==> config.mk <==
export PLATFORM = sky130hd
export DESIGN_NAME = sort_desc_then_budget_count_top
export DESIGN_NICKNAME = d
export VERILOG_FILES = /design/src/hw/rtl/sdbc_pkg.sv /design/src/hw/rtl/sdbc_cell.sv /design/src/hw/rtl/sdbc_chain.sv /design/src/hw/rtl/sort_desc_then_budget_count_top.sv
export SDC_FILE = /design/constraint.sdc
export NUM_CORES = 2
export LEC_CHECK = 0
export BUFFER_PORTS_ARGS = -buffer_cell sky130_fd_sc_hd__buf_4
export CELL_PAD_IN_SITES_DETAIL_PLACEMENT = 1
export CELL_PAD_IN_SITES_GLOBAL_PLACEMENT = 1
export CORE_ASPECT_RATIO = 2
export CORE_MARGIN = 2
export CORE_UTILIZATION = 32
export DETAILED_ROUTE_END_ITERATION = 6
export PLACE_DENSITY = 0.53
export SETUP_SLACK_MARGIN = 0.15
export SYNTH_ARGS = -nofsm -noshare
export SYNTH_HDL_FRONTEND = slang
export SYNTH_SLANG_ARGS = --single-unit
==> constraint.sdc <==
create_clock -name clk -period 7 [get_ports clk]
set_input_delay 0.7 -clock clk [delete_from_list [all_inputs] [get_ports clk]]
set_output_delay 0.7 -clock clk [all_outputs]
set_load 0.005 [all_outputs]
==> src/hw/rtl/sdbc_pkg.sv <==
// Shared types for the descending sort and budget count block.
package sdbc_pkg;

  localparam int PRICE_W = 32;
  localparam int INDEX_W = 5;
  localparam int NEED_W  = 6;

  // One stored entry of the sorted list
  typedef struct packed {
    logic [PRICE_W-1:0] price;
    logic [INDEX_W-1:0] index;
  } entry_t;

  // Control broadcast to every cell of the chain
  typedef struct packed {
    logic   ins;   // insert item at its sorted place
    logic   shf;   // shift the list one cell toward the head
    entry_t item;  // incoming entry for an insert
  } cell_ctl_t;

endpackage

==> src/hw/rtl/sdbc_cell.sv <==
// One cell of the sorted insertion chain: holds one entry and its valid bit.
module sdbc_cell
  import sdbc_pkg::*;
(
  input  logic      clk,
  input  logic      rst,
  input  cell_ctl_t ctl,
  input  logic      prev_take,
  input  logic      prev_valid,
  input  entry_t    prev_entry,
  input  logic      next_valid,
  input  entry_t    next_entry,
  output logic      take,
  output logic      valid,
  output entry_t    entry
);

  // Give up this place when empty or when the new price is at least as large
  assign take = !(valid && (entry.price > ctl.item.price));

  // Valid bit: fill from the neighbor on insert, pull from behind on shift
  always_ff @(posedge clk) begin
    if (rst) begin
      valid <= 1'b0;
    end else if (ctl.ins && take) begin
      valid <= prev_take ? prev_valid : 1'b1;
    end else if (ctl.shf) begin
      valid <= next_valid;
    end
  end

  // Payload follows the same moves
  always_ff @(posedge clk) begin
    if (ctl.ins && take) begin
      entry <= prev_take ? prev_entry : ctl.item;
    end else if (ctl.shf) begin
      entry <= next_entry;
    end
  end

endmodule

==> src/hw/rtl/sdbc_chain.sv <==
// Row of cells that keeps the list in descending price order.
module sdbc_chain
  import sdbc_pkg::*;
#(
  parameter int DEPTH = 32
) (
  input  logic      clk,
  input  logic      rst,
  input  cell_ctl_t ctl,
  output logic      head_valid,
  output entry_t    head_entry
);

  logic   take  [DEPTH];
  logic   valid [DEPTH];
  entry_t entry [DEPTH];
  logic   p_take  [DEPTH];
  logic   p_valid [DEPTH];
  entry_t p_entry [DEPTH];
  logic   n_valid [DEPTH];
  entry_t n_entry [DEPTH];

  for (genvar k = 0; k < DEPTH; k++) begin : g_cell
    // Wire each cell to its neighbors; the ends see an empty neighbor
    if (k == 0) begin : g_head
      assign p_take[k]  = 1'b0;
      assign p_valid[k] = 1'b0;
      assign p_entry[k] = entry[k];
    end else begin : g_mid
      assign p_take[k]  = take[k-1];
      assign p_valid[k] = valid[k-1];
      assign p_entry[k] = entry[k-1];
    end
    if (k == DEPTH-1) begin : g_tail
      assign n_valid[k] = 1'b0;
      assign n_entry[k] = entry[k];
    end else begin : g_body
      assign n_valid[k] = valid[k+1];
      assign n_entry[k] = entry[k+1];
    end

    sdbc_cell u_cell (
      .clk       (clk),
      .rst       (rst),
      .ctl       (ctl),
      .prev_take (p_take[k]),
      .prev_valid(p_valid[k]),
      .prev_entry(p_entry[k]),
      .next_valid(n_valid[k]),
      .next_entry(n_entry[k]),
      .take      (take[k]),
      .valid     (valid[k]),
      .entry     (entry[k])
    );
  end

  assign head_valid = valid[0];
  assign head_entry = entry[0];

endmodule

==> src/hw/rtl/sort_desc_then_budget_count_top.sv <==
// Top level: load prices into a sorting chain, then stream them out with budget count.
//
// Channel | Direction | Handshake          | Payload
// s_*     | in        | tvalid/tready      | tdata[31:0] price, tlast last_item
// m_*     | out       | tvalid/tready      | tdata price/index/needed_count, tuser, tlast
// apb     | in        | psel/penable/pready| budget at address 0
//
// Load takes one item per cycle; each price drops into its place in the chain at once.
// After the item flagged last, n results leave one per cycle from the chain head while
// the output is not stalled, s_tready stays low meanwhile, and loading resumes on the
// cycle after the final pop. Reset is synchronous and empties the chain; budget resets
// to zero. A stalled output holds the result register and freezes the chain shift.
module sort_desc_then_budget_count_top
  import sdbc_pkg::*;
#(
  parameter int MAX_ITEMS = 32
) (
  input  logic        clk,
  input  logic        rst,
  input  logic        s_tvalid,
  output logic        s_tready,
  input  logic [31:0] s_tdata,   // [31:0] price
  input  logic        s_tlast,
  output logic        m_tvalid,
  input  logic        m_tready,
  output logic [47:0] m_tdata,   // [31:0] sorted_price, [36:32] arrival_index,
                                 // [42:37] needed_count, [47:43] zero
  output logic [1:0]  m_tuser,   // [0] chosen, [1] found
  output logic        m_tlast,
  input  logic        psel,
  input  logic        penable,
  input  logic        pwrite,
  input  logic [2:0]  paddr,
  input  logic [31:0] pwdata,
  output logic [31:0] prdata,
  output logic        pready
);

  localparam int CNT_W = $clog2(MAX_ITEMS + 1);
  localparam int SUM_W = PRICE_W + CNT_W;
  localparam logic REG_BUDGET = 1'b0;

  typedef enum logic [1:0] {
    ST_LOAD = 2'b01,
    ST_EMIT = 2'b10
  } state_t;

  state_t             state;
  logic [CNT_W-1:0]   count;
  logic [CNT_W-1:0]   chosen_cnt;
  logic [SUM_W-1:0]   running_sum;
  logic [PRICE_W-1:0] budget;

  cell_ctl_t ctl;
  logic      head_valid;
  entry_t    head_entry;

  logic               in_acc;
  logic               ins;
  logic               pop;
  logic               last_pop;
  logic               chosen_now;
  logic               found_now;
  logic [SUM_W-1:0]   sum_after;
  logic [CNT_W-1:0]   chosen_cnt_next;

  logic [PRICE_W-1:0] out_price;
  logic [INDEX_W-1:0] out_index;
  logic [NEED_W-1:0]  out_needed;
  logic               out_chosen;
  logic               out_found;
  logic               out_last;

  // Configuration port
  assign pready = 1'b1;
  assign prdata = (paddr[2] == REG_BUDGET) ? budget : 32'd0;

  always_ff @(posedge clk) begin
    if (rst) begin
      budget <= '0;
    end else if (psel && penable && pwrite && pready && (paddr[2] == REG_BUDGET)) begin
      budget <= pwdata;
    end
  end

  // Input side: insert while there is room
  assign s_tready = (state == ST_LOAD);
  assign in_acc   = s_tvalid && s_tready;
  assign ins      = in_acc && (count < CNT_W'(MAX_ITEMS));

  // Output side: pop the head when the result register is free or being read out
  assign pop      = (state == ST_EMIT) && (!m_tvalid || m_tready);
  assign last_pop = pop && (count == CNT_W'(1));

  assign ctl.ins        = ins;
  assign ctl.shf        = pop;
  assign ctl.item.price = s_tdata;
  assign ctl.item.index = INDEX_W'(count);

  sdbc_chain #(
    .DEPTH(MAX_ITEMS)
  ) u_chain (
    .clk       (clk),
    .rst       (rst),
    .ctl       (ctl),
    .head_valid(head_valid),
    .head_entry(head_entry)
  );

  // Prefix sum and chosen count
  assign chosen_now      = running_sum <= SUM_W'(budget);
  assign sum_after       = running_sum + SUM_W'(head_entry.price);
  assign found_now       = sum_after > SUM_W'(budget);
  assign chosen_cnt_next = chosen_cnt + CNT_W'(chosen_now);

  // Sequencer: load until the last item, then drain the chain
  always_ff @(posedge clk) begin
    if (rst) begin
      state       <= ST_LOAD;
      count       <= '0;
      chosen_cnt  <= '0;
      running_sum <= '0;
    end else begin
      case (state)
        ST_LOAD: begin
          if (in_acc) begin
            if (ins) begin
              count <= count + CNT_W'(1);
            end
            if (s_tlast) begin
              state       <= ST_EMIT;
              chosen_cnt  <= '0;
              running_sum <= '0;
            end
          end
        end
        ST_EMIT: begin
          if (pop) begin
            count       <= count - CNT_W'(1);
            chosen_cnt  <= chosen_cnt_next;
            running_sum <= sum_after;
            if (last_pop) begin
              state <= ST_LOAD;
            end
          end
        end
        default: begin
          state <= ST_LOAD;
        end
      endcase
    end
  end

  // Result register
  always_ff @(posedge clk) begin
    if (rst) begin
      m_tvalid <= 1'b0;
    end else if (pop) begin
      m_tvalid <= 1'b1;
    end else if (m_tready) begin
      m_tvalid <= 1'b0;
    end
  end

  always_ff @(posedge clk) begin
    if (pop) begin
      out_price  <= head_entry.price;
      out_index  <= head_entry.index;
      out_chosen <= chosen_now;
      out_last   <= last_pop;
      out_found  <= last_pop && found_now;
      out_needed <= (last_pop && found_now) ? NEED_W'(chosen_cnt_next) : '0;
    end
  end

  assign m_tdata = {5'd0, out_needed, out_index, out_price};
  assign m_tuser = {out_found, out_chosen};
  assign m_tlast = out_last;

`ifndef SYNTHESIS
  // The fill count never runs past the chain length
  a_count_bound: assert property (@(posedge clk) disable iff (rst)
    count <= CNT_W'(MAX_ITEMS))
    else $error("fill count above chain length");

  // While draining, the chain head holds an entry
  a_head_valid: assert property (@(posedge clk) disable iff (rst)
    (state == ST_EMIT) |-> head_valid)
    else $error("chain empty while results remain");

  // The final pop leaves the chain empty
  a_drained: assert property (@(posedge clk) disable iff (rst)
    last_pop |=> !head_valid)
    else $error("chain not empty after final result");

  // A count is reported only with found
  a_need_found: assert property (@(posedge clk) disable iff (rst)
    (m_tvalid && !m_tuser[1]) |-> (m_tdata[42:37] == '0))
    else $error("needed count without found");
`endif

endmodule
==> flow_metrics.env <==
export IMPL_status="complete, no violations"
export IMPL_ant_nets=0
export IMPL_core_um2=287000
export IMPL_cellPowerDensity_nw_per_um2=249
export IMPL_grt_pass1_vias=81100
export IMPL_setup_ws_ns=0.735
export IMPL_slew_headroom_pct=3.09
export IMPL_drive_gt1_share_pct=10.3
export IMPL_startpoint="u_chain.g_cell[0].u_cell.entry[6]"
export IMPL_vias=72900
export IMPL_min_from="pwdata[5]"
export IMPL_htree_levels=4
export IMPL_synth_edff_count=1230
export IMPL_max_freq_ghz=0.160
export IMPL_portBuffers=152
export IMPL_whs_ns=0.0893
export IMPL_die_h_um=763
export IMPL_synthSimpleGateAreaFrac_pct=10.1
export IMPL_clock_path_buffers=4
export IMPL_start_kind="flip-flop"
export IMPL_fin_worst_skew_ns=0.0438
export IMPL_drt_total_wl_mm=403
export IMPL_syn_instance_count=9009
export IMPL_hold_viol_final=0
export IMPL_grt_max_degree=90
export IMPL_viasPerCell=5.62
export IMPL_worst_pin_slew_ns=1.45
export IMPL_numCtsBuffers=158
export IMPL_start_util_pct=32.2
export IMPL_crit_fanout=7
export IMPL_cts_sink_count=1347
export IMPL_ir_drop_mv=0.229
export IMPL_drc=0
export IMPL_cts_root_buf="clkbuf_16"
export IMPL_synth_xor_area_share_pct=0.380
export IMPL_synth_cell_types=88
export IMPL_dr_pass1_iters=7
export IMPL_drtIter0Drc=3196
export IMPL_place_hpwl_mm=329
export IMPL_cts_tree="built"
export IMPL_cts_resized=0
export IMPL_required_ns=7.58
export IMPL_fillCellCount=31800
export IMPL_reg2reg_depth=18
export IMPL_die_x_um=384
export IMPL_yosys_warnings=0
export IMPL_synth_top_family_by_area="compound AO/OA/AOI/OAI gates"
export IMPL_syn_to_final_growth_pct=13.0
export IMPL_finalCritPeriodShare_pct=89.5
export IMPL_multi_input_area_um2=50800
export IMPL_fin_crit_ns=6.26
export IMPL_finalSetupViolations=0
export IMPL_drv_slew=0
export IMPL_rsz0062_at_grt="no"
export IMPL_routedWlPerCell_um=31.1
export IMPL_io_pins=161
export IMPL_synth_mux_area_fraction_pct=12.5
export IMPL_worstHoldPathType="in2reg"
export IMPL_final_seq_area_um2=39300
export IMPL_total_leakage_power_uw=0.0419
export IMPL_worstSetupPathType="reg2reg"
export IMPL_gp_congestion=0.872
export IMPL_path_clk_slew_ns=0.07
export IMPL_hold_buffers=0
export IMPL_worstPathArrival_ns=6.84
export IMPL_netlist_area_um2=92300
export IMPL_min_path_cells=3
export IMPL_preCtsSetupSlack_ns=0.708
export IMPL_async_reset_ff_share_pct=0
export IMPL_maxCapViolCount=0
export IMPL_syn_area_per_cell_um2=10.2
export IMPL_rr_startpoint="u_chain.g_cell[0].u_cell.entry[6]"
export IMPL_ys_seq_area_share_pct=42.6
export IMPL_clock_latency_ns=0.88
export IMPL_synth_top_cell_by_area="edfxtp_1"
export IMPL_grt_pass1_wl_mm=574
export IMPL_end_kind="flip-flop"
export IMPL_dieArea_um2=293000
export IMPL_synth_top_area_share_pct=40.0
export IMPL_synth_area_top_cells="edfxtp_1 40%, ha_1 15%, mux2i_1 11%"
export IMPL_synth_compound_area_share_pct=15.9
export IMPL_synth_flop_cell="edfxtp_1"
export IMPL_nets=10300
export IMPL_grt_use_total_pct=27.1
export IMPL_synthAdderAreaFrac_pct=15.3
export IMPL_rows=278
export IMPL_fin_tns_setup_ns=0
export IMPL_ys_ff_latch=1347
export IMPL_gr_total_overflow=0
export IMPL_power_uw=26000
export IMPL_cts_setup_buffers=0
export IMPL_antenna_found_initial=15
==> path summary, 6_finish.rpt <==
path,endpoint,slack (ns)
setup / recovery,out_needed[5],0.74
hold / removal,budget[5],0.09
setup reg to reg,out_needed[5],0.74
hold reg to reg,budget[20],0.46
==> cell families (layout without fill, tap and decap cells) <==
group | count (synthesis) | in the layout
xor gates and xnor gates | 40 | 40
other | 2 | 10
and+or+nand+nor | 2111 | 2111
buffers and inverters | 714 | 887
DFF | 1347 | 1347
adders and majority gates | 1126 | 1126
AOI/OAI and AO/OA | 2548 | 2548
muxes | 1121 | 1121
==> cells in the final DEF, fill, tap and decap left out, types with 22 or more instances in the layout <==
cell type	count
a211o_1	22
a211oi_1	46
a21o_1	299
a21oi_1	939
a22oi_1	31
a31oi_1	29
and3_1	22
and4_1	23
buf_12	37
buf_4	423
clkbuf_1	35
clkbuf_16	166
clkinv_1	25
clkinv_2	24
dfxtp_1	112
edfxtp_1	1230
ha_1	1125
inv_1	117
inv_2	31
mux2_2	55
mux2_4	58
mux2i_1	1008
nand2_1	783
nand2b_1	29
nand3_1	53
nand4_1	237
nor2_1	716
nor2b_1	80
nor3_1	55
o211ai_1	56
o21a_1	49
o21ai_0	883
xnor2_1	26
==> worst max-delay path, stage by stage (launching register included) <==
cell and delay (ns):
edfxtp_1 0.60, inv_1 0.12, fa_1 0.45, nor2b_1 0.20, o31ai_1 0.17, a32oi_1 0.50
a21boi_0 0.24, buf_4 0.22, o21ai_0 0.90, a21oi_1 0.20, xnor2_1 0.21, ha_1 0.31
nand3_1 0.08, nor2_1 0.13, and3_1 0.36, and4_1 0.56, o22ai_1 0.17, a211oi_2 0.44
nor3_1 0.12
==> stage by stage <==
stage | std cells | utilization [%] | instance area (um^2)
2_1_floorplan | 9013 | - | 92300
3_3_place_gp | 12700 | 34.6 | 99200
3_5_place_dp | 12700 | 34.6 | 99200
4_1_cts | 13000 | 36.4 | 104000
5_1_grt | 13000 | 36.4 | 104000
6_report | 13000 | 36.4 | 104000
==> cell usage after synthesis, drive strengths merged (10+ instances only) <==
cell	instances
a211o	22
a211oi	49
a21o	299
a21oi	947
a221oi	10
a22oi	31
a311oi	14
a31oi	35
and2	13
and3	22
and4	23
buf	187
clkbuf	377
dfxtp	117
edfxtp	1230
ha	1125
inv	149
mux2	113
mux2i	1008
nand2	802
nand2b	31
nand3	56
nand4	237
nor2	720
nor2b	80
nor3	59
nor4	19
o211ai	56
o21a	49
o21ai	908
o21bai	19
o31ai	17
or2	18
or3	14
xnor2	26
xor2	14
==> layer usage <==
metal  track usage [%]  routed length [um]  vias to the layer above
met5                 0                   0                        -
met2              56.8              236000                     1474
met3              2.09                7730                     1016
li1                  -                   -                    33900
met4              26.3               47000                        0
met1              20.5              112000                    36400
==> state kept, by name, indices dropped and copies added, names as in the netlist, 6 cells and up <==
register                     flops
chosen_cnt                       6
count                            6
running_sum                     38
u_chain.g_cell.u_cell.entry   1184
u_chain.g_cell.u_cell.valid     32
out_needed                       6
budget                          32
out_price                       32
==> cell type report <==
class	instances	area share [%]
clock inverters	66	0.575
diodes	4	0.00960
inverters	150	0.545
well taps	3780	4.54
flip-flops and latches	1347	37.7
repair buffers	460	3.76
multi-input cells	6952	48.7
clock buffers	211	4.24
==> report_power, final <==
part	switching [uW]	leakage (uW)	internal, uW
Sequential	983	0.0128	10100
Combinational	3930	0.0267	2300
Clock	3800	0.00247	4840
(Power assumes the default switching activity.)
